`src/rtl/kop_pkg.sv`:
```
// Shared types, constants and tables of the Kepler orbit position block.
// Depends on nothing; compile first.
package kop_pkg;

    localparam int ANGLE_BITS = 24;
    localparam int FRAC_BITS  = 24;

    localparam int ASHIFT = 32 - ANGLE_BITS;
    localparam int E_SHR  = (FRAC_BITS >= 30) ? FRAC_BITS - 30 : 0;
    localparam int E_SHL  = (FRAC_BITS >= 30) ? 0 : 30 - FRAC_BITS;

    localparam logic [31:0] ANG_MASK = 32'((64'd1 << ANGLE_BITS) - 64'd1);
    localparam logic [23:0] ECC_MAX  =
        (FRAC_BITS >= 24) ? 24'hFFFFFF : 24'((64'd1 << FRAC_BITS) - 64'd1);

    localparam int VAL_W = 36;
    localparam int MUL_W = 34;
    localparam int PRD_W = 2 * MUL_W;

    localparam int CORDIC_STEPS = 30;
    localparam int DIV_STEPS    = 62;
    localparam int SQRT_STEPS   = 32;

    localparam logic signed [VAL_W-1:0] ONE_Q30      = 36'sd1073741824;
    localparam logic signed [VAL_W-1:0] CORDIC_START = 36'sd652032874;
    localparam logic signed [VAL_W-1:0] RAD_TO_TURN  = 36'sd683565276;
    localparam logic signed [VAL_W-1:0] QUARTER_TURN = 36'sd1073741824;
    localparam logic signed [VAL_W-1:0] HALF_TURN    = 36'sd2147483648;
    localparam logic signed [39:0]      POS_MAX      = 40'sd4294967295;

    typedef enum logic [1:0] {
        REG_NEWTON_THRESHOLD = 2'd0,
        REG_CONVERGE_LIMIT   = 2'd1,
        REG_MAX_ITERATIONS   = 2'd2
    } reg_idx_t;

    typedef enum logic [5:0] {
        ST_IDLE, ST_CWAIT,
        ST_P0, ST_P1, ST_P2, ST_P3, ST_P4, ST_P5,
        ST_N0, ST_N1, ST_N2, ST_N3, ST_DIV, ST_N4,
        ST_F0, ST_F1, ST_SQ, ST_F2, ST_F3, ST_F4, ST_F5, ST_F6, ST_F7,
        ST_F8, ST_F9, ST_F10, ST_F11, ST_F12, ST_F13, ST_F14, ST_F15,
        ST_F16, ST_DONE
    } state_t;

    typedef struct packed {
        logic                    start;
        logic                    vectoring;
        logic [31:0]             ang;
        logic signed [VAL_W-1:0] vx;
        logic signed [VAL_W-1:0] vy;
    } cordic_req_t;

    typedef struct packed {
        logic                    done;
        logic signed [VAL_W-1:0] sin;
        logic signed [VAL_W-1:0] cos;
        logic [31:0]             ang;
    } cordic_rsp_t;

    // atan(2^-i) in 2^-32 turn units
    function automatic logic [31:0] atan_turn(input logic [4:0] i);
        logic [31:0] v;
        case (i)
            5'd0:  v = 32'h20000000;
            5'd1:  v = 32'h12E4051E;
            5'd2:  v = 32'h09FB385B;
            5'd3:  v = 32'h051111D4;
            5'd4:  v = 32'h028B0D43;
            5'd5:  v = 32'h0145D7E1;
            5'd6:  v = 32'h00A2F61E;
            5'd7:  v = 32'h00517C55;
            5'd8:  v = 32'h0028BE53;
            5'd9:  v = 32'h00145F2F;
            5'd10: v = 32'h000A2F98;
            5'd11: v = 32'h000517CC;
            5'd12: v = 32'h00028BE6;
            5'd13: v = 32'h000145F3;
            5'd14: v = 32'h0000A2FA;
            5'd15: v = 32'h0000517D;
            5'd16: v = 32'h000028BE;
            5'd17: v = 32'h0000145F;
            5'd18: v = 32'h00000A30;
            5'd19: v = 32'h00000518;
            5'd20: v = 32'h0000028C;
            5'd21: v = 32'h00000146;
            5'd22: v = 32'h000000A3;
            5'd23: v = 32'h00000051;
            5'd24: v = 32'h00000029;
            5'd25: v = 32'h00000014;
            5'd26: v = 32'h0000000A;
            5'd27: v = 32'h00000005;
            5'd28: v = 32'h00000003;
            5'd29: v = 32'h00000001;
            default: v = 32'h00000000;
        endcase
        return v;
    endfunction

endpackage

```
`src/rtl/kop_cordic.sv`:
```
// Iterative CORDIC, one micro-rotation per cycle, rotation or vectoring mode.
// Depends on kop_pkg.
module kop_cordic (
    input  logic                 clk,
    input  logic                 rst_n,
    input  kop_pkg::cordic_req_t req,
    output kop_pkg::cordic_rsp_t rsp
);
    import kop_pkg::*;

    logic                    busy_reg;
    logic                    done_reg;
    logic [4:0]              step_reg;
    logic                    vec_reg;
    logic                    neg_reg;
    logic                    zero_reg;
    logic signed [VAL_W-1:0] x_reg, y_reg, z_reg;

    logic signed [VAL_W-1:0] xs, ys, at, x_step, y_step, z_step;
    logic signed [VAL_W-1:0] z_fold;
    logic                    dn, fold_neg;

    always_comb
    begin
        xs = x_reg >>> step_reg;
        ys = y_reg >>> step_reg;
        at = $signed({4'b0, atan_turn(step_reg)});
        dn = vec_reg ? !(y_reg > 0) : (z_reg >= 0);
        x_step = dn ? x_reg - ys : x_reg + ys;
        y_step = dn ? y_reg + xs : y_reg - xs;
        z_step = dn ? z_reg - at : z_reg + at;

        // fold the angle into +-1/4 turn
        z_fold   = VAL_W'($signed(req.ang));
        fold_neg = 1'b0;
        if (z_fold > QUARTER_TURN)
        begin
            z_fold   = z_fold - HALF_TURN;
            fold_neg = 1'b1;
        end
        else if (z_fold < -QUARTER_TURN)
        begin
            z_fold   = z_fold + HALF_TURN;
            fold_neg = 1'b1;
        end
    end

    always_ff @(posedge clk or negedge rst_n)
    begin
        if (!rst_n)
        begin
            busy_reg <= 1'b0;
            done_reg <= 1'b0;
            step_reg <= '0;
        end
        else
        begin
            done_reg <= 1'b0;
            if (req.start)
            begin
                busy_reg <= 1'b1;
                step_reg <= '0;
            end
            else if (busy_reg)
            begin
                if (step_reg == 5'(CORDIC_STEPS - 1))
                begin
                    busy_reg <= 1'b0;
                    done_reg <= 1'b1;
                end
                step_reg <= step_reg + 5'd1;
            end
        end
    end

    always_ff @(posedge clk)
    begin
        if (req.start)
        begin
            vec_reg <= req.vectoring;
            if (req.vectoring)
            begin
                neg_reg  <= 1'b0;
                zero_reg <= (req.vx == 0) && (req.vy == 0);
                if (req.vx < 0)
                begin
                    x_reg <= -req.vx;
                    y_reg <= -req.vy;
                    z_reg <= HALF_TURN;
                end
                else
                begin
                    x_reg <= req.vx;
                    y_reg <= req.vy;
                    z_reg <= '0;
                end
            end
            else
            begin
                zero_reg <= 1'b0;
                neg_reg  <= fold_neg;
                x_reg    <= CORDIC_START;
                y_reg    <= '0;
                z_reg    <= z_fold;
            end
        end
        else if (busy_reg)
        begin
            x_reg <= x_step;
            y_reg <= y_step;
            z_reg <= z_step;
        end
    end

    assign rsp.done = done_reg;
    assign rsp.sin  = neg_reg ? -y_reg : y_reg;
    assign rsp.cos  = neg_reg ? -x_reg : x_reg;
    assign rsp.ang  = zero_reg ? 32'd0 : z_reg[31:0];

endmodule

```
`config.mk`:
```
export PLATFORM = sky130hd
export DESIGN_NAME = kop_cordic
export DESIGN_NICKNAME = d
export VERILOG_FILES = /design/src/rtl/kop_pkg.sv /design/src/rtl/kop_cordic.sv
export SDC_FILE = /design/constraint.sdc
export NUM_CORES = 1
export LEC_CHECK = 0
export BUFFER_PORTS_ARGS = -buffer_cell sky130_fd_sc_hd__buf_2
export CAP_MARGIN = 10
export CORE_MARGIN = 2
export CORE_UTILIZATION = 45
export CTS_CLUSTER_SIZE = 28
export DETAILED_ROUTE_END_ITERATION = 10
export GPL_TIMING_DRIVEN = 0
export PLACE_DENSITY = 0.73
export SLEW_MARGIN = 5
export SYNTH_ARGS = -nofsm -noshare
export SYNTH_HDL_FRONTEND = slang
export SYNTH_SLANG_ARGS = --single-unit
```
`constraint.sdc`:
```
create_clock -name clk -period 10.1 [get_ports clk]
set_input_delay 1.01 -clock clk [delete_from_list [all_inputs] [get_ports clk]]
set_output_delay 1.01 -clock clk [all_outputs]
set_load 0.005 [all_outputs]
```
==> flow_results.org <==
** Timing
- Transition time at the pin with the least slew margin :: 1.490 ns
- Total negative slack :: 0 ns
- Final Slew Violations :: 1
- The worst path uses 92.05% of the clock period.
- Clock skew :: 0.01927 ns
- Derived from the worst setup path, the maximum achievable clock frequency is 107.6 MHz.
- Unrepaired setup endpoints after global routing :: false
- Time the worst path needs with I/O delays and setup :: 9.297 ns
- The number of hold violations in the final report was 0.
- Setup violations, final :: 0
- Relative slew slack :: -0.2429%

** Setup path
- Setup slack, reg-to-reg :: 0.80 ns
- Broken down by cell family, the worst path's largest delay share belongs to buffers and inverters.
- For this design, the slowest cell found on the critical path is buf_1.
- The worst register-to-register path ends at y_reg[35]$_DFFE_PP_.
- Arrival @ worst endpoint :: 9.50 ns
- Largest stage delay on the critical path :: 1.00 ns
- The number of buffers and inverters on the critical path is 6.
- Type of origin of the critical path :: register
- Top fanout value on the critical path :: 10
- Required @ worst endpoint :: 10.30 ns
- The startpoint identified for the worst register-to-register timing path is step_reg[0]$_DFFE_PN0P_.
- Kind of critical path :: reg -> reg
- The worst setup path is captured at a register.
- R2r worst-path depth :: 26

** Global route
- Entering global routing, the biggest net connects 63 pins.
- Initial antenna violation count :: 3
- Across every metal layer, demand over resource in global routing totals 49.16%.
- Vias in the first global route :: 23620
- Wire length of the first global-routing pass :: 173200 um
- For this run the aggregate overflow at the end of global routing stands at 0.

** Floorplan
- Area of the die :: 49780 um^2
- Top Ports :: 213
- Die X-Extent :: 223.1 um
- Area inside the core boundary :: 47550 um^2
- The floorplan has 80 rows.
- Initial core utilization :: 45.44%
- From bottom edge to top edge, the die measures 223.1 um.

** Detailed routing
- After detailed routing, the number of remaining DRC violations is 0.
- Summed over all nets, wire length on met3 after detailed routing comes to 19830 um.
- Wires add up to 126200 um.
- Met1 routed wirelength after detailed routing :: 47200 um
- Met2 wire length :: 50300 um
- Length of the first detailed-routing pass in iterations :: 8
- Using the TritonRoute via totals, the vias-per-cell ratio works out to 7.273.
- Antenna violation net count after detailed routing :: 0
- The final route contains 25520 vias.
- After the first detailed-routing iteration, the DRC count stood at 3881.
- In the final routed layout, each cell accounts on average for 35.95 um.
- Topmost layer with routed signal wires :: met5

** Placed design
- In this run the cell area measured after placement is 23470 um^2.
- At the end of routability-driven placement, the weighted congestion stood at 1.122.
- Number of buffers added on ports :: 211
- DP Wirelength :: 100100 um

** Clock tree
- Clock latency reported for the late side of the worst-skew pair :: 0.50 ns
- The longest clock path from root to sink contains 2 buffers.
- TritonCTS built the clock tree.
- Cts hold-fix bufs :: 0
- Post-CTS sizing :: 0
- The number of setup buffers added after CTS is 0.
- Clk sink count :: 118
- Reg clk slew, reported paths :: 0.07 ns
- # H-tree levels :: 4
- In this run the clock root is driven by a clkbuf_16.
- Counting the buffers created by CTS gives 17.

** Logic synthesis
- Synth Area per Inst :: 8.163 um^2
- Total number of yosys warnings :: 0
- Post-synthesis instance area :: 21610 um^2
- Area fraction of the dominant cell type after synthesis :: 15.43%
- Number of distinct library cells after synthesis :: 100
- Counting flops with an async set or reset pin after synthesis yields a share of 5.932%.
- Synth Flop Type :: edfxtp_1
- By count the netlist is led by nand2_1 (247), xnor2_1 (182), nor2_1 (171).
- By instance count, the leading cell after synthesis is nand2_1.
- After synthesis the netlist holds a flip-flop and latch count of 118.
- Counting every instance in the synthesized netlist gives 2647.
- Sequential elements use 16.24% of the synthesized area.
- Post-Synthesis Net Count :: 2879
- Summed over all instances, the cell type with the most area after synthesis is edfxtp_1.
- Counting flops with a built-in enable in the synthesized netlist gives 111.
- Top cells by area in the synthesized netlist :: edfxtp_1 (15%), mux4_2 (8.5%), xnor2_1 (7.4%)

** Outcome
- The final reports fail on capacitance limit, slew limit.
- Run status :: finished with violations

** Pwr
- Psw :: 5.788 mW
- Across the VDD grid, the largest voltage drop is 345.7 uV.
- Part of the power in registers :: 13.0%
- Combinational cell fraction of total power :: 80.1%
- Switching part of the total :: 55.88%
- Relative contribution of the clock network to total power :: 6.9%
- In this run the static leakage power is 9.611 nW.
- Internal power comes to 4.571 mW.
- Power density over the cells :: 429.4 nW/um^2

** Hold path
- Kind of path behind the tightest hold check :: in -> async

** Final layout
- Cells with a size suffix above 1 make up 17.01% of the layout.
- Nets :: 3111
- From synthesis to final layout, the design area changed by 11.64%.
- After routing the design area is 24120 um^2.

** Job
- # Max-Cap Violations :: 1
==> power by group through the flow <==
stage / Sequential, mW / Combinational, mW / Clock [mW]
6_report: 1.35 / 8.30 / 0.710
4_1_cts: 1.29 / 7.93 / 0.704
3_5_place_dp: 1.30 / 7.84 / 0
2_1_floorplan: 1.07 / 5.57 / 0
3_3_place_gp: 1.29 / 7.66 / 0
5_1_grt: 1.34 / 8.74 / 0.716
==> through the flow <==
stage                     setup WS, ns  hold WS [ns]  utilization [%]  power [mW]  instances
after floorplan                  3.770        0.6344                -       6.638       2647
after global placement           1.271        0.6527            49.28       8.950       3473
after detailed placement         1.352        0.6685            49.36       9.138       3474
after CTS                        1.299        0.3217            50.70       9.924       3506
after global routing            0.9048        0.3485            50.72       10.80       3507
final                           0.8031        0.3339            50.73       10.36       3509
==> logic make-up (layout without fill, tap and decap cells) <==
family          Yosys count  in the layout  synth area share, %
compound gates          836            836                25.83
xor+xnor                318            318                12.89
fa+ha+maj               124            124                7.285
buf+inv                 260            505                5.258
flops                   118            118                16.24
mux                     191            191                13.98
other cells               0              2                    0
simple gates            800            800                18.52
==> metal layers <==
metal,global-route usage (%),up-vias
met1,62.77,12280
met3,21.19,461
li1,-,10490
met5,0,-
met2,68.34,2291
met4,29.16,4
==> worst max-delay path by stage <==
| stage | from | to | slack (ns) | cells past startpoint |
|---|---|---|---|---|
| 3_3_place_gp | step_reg[0]$_DFFE_PN0P_ | y_reg[35]$_DFFE_PP_ | 1.27 | 26 |
| 3_5_place_dp | step_reg[0]$_DFFE_PN0P_ | y_reg[35]$_DFFE_PP_ | 1.35 | 26 |
| 2_1_floorplan | step_reg[0]$_DFFE_PN0P_ | z_reg[35]$_DFFE_PP_ | 3.77 | 27 |
| 6_report | step_reg[0]$_DFFE_PN0P_ | y_reg[35]$_DFFE_PP_ | 0.80 | 26 |
| 4_1_cts | step_reg[0]$_DFFE_PN0P_ | y_reg[35]$_DFFE_PP_ | 1.30 | 26 |
| 5_1_grt | step_reg[0]$_DFFE_PN0P_ | y_reg[35]$_DFFE_PP_ | 0.90 | 26 |
==> cells in the final DEF (no fill, tap or decap), drive strengths merged, types with 15 or more instances in the layout <==
| cell type | synthesis | routed |
|---|---|---|
| o41ai | 19 | 19 |
| xor2 | 136 | 136 |
| and3 | 15 | 15 |
| or3 | 32 | 32 |
| xnor2 | 182 | 182 |
| or4 | 16 | 16 |
| nor4 | 22 | 22 |
| edfxtp | 111 | 111 |
| nor3 | 50 | 50 |
| mux2 | 58 | 58 |
| inv | 62 | 69 |
| o21bai | 30 | 30 |
| and2 | 15 | 15 |
| ha | 121 | 121 |
| o22ai | 68 | 68 |
| nand2b | 45 | 45 |
| nor2b | 52 | 52 |
| clkbuf | 114 | 132 |
| a21oi | 166 | 166 |
| nor2 | 171 | 171 |
| mux4 | 82 | 82 |
| nand2 | 247 | 247 |
| buf | 83 | 295 |
| a22oi | 24 | 24 |
| o21a | 16 | 16 |
| mux2i | 51 | 51 |
| o31ai | 47 | 47 |
| a21o | 67 | 67 |
| o21ai | 178 | 178 |
| or2 | 26 | 26 |
| nand3 | 49 | 49 |
| a211oi | 21 | 21 |
| o211ai | 23 | 23 |
| a31oi | 26 | 26 |
==> final cells by class <==
cell class	instances	area, um^2
Antenna cell	2	5.005
Buffer	197	899.6
Clock buffer	17	425.4
Clock inverter	15	215.2
Fill cell	4485	23420
Inverter	63	236.5
Multi-Input combinational cell	2269	16970
Sequential cell	118	3508
Tap cell	615	769.5
Timing Repair Buffer	213	1091
No activity file was read; power rests on OpenSTA's default activity.
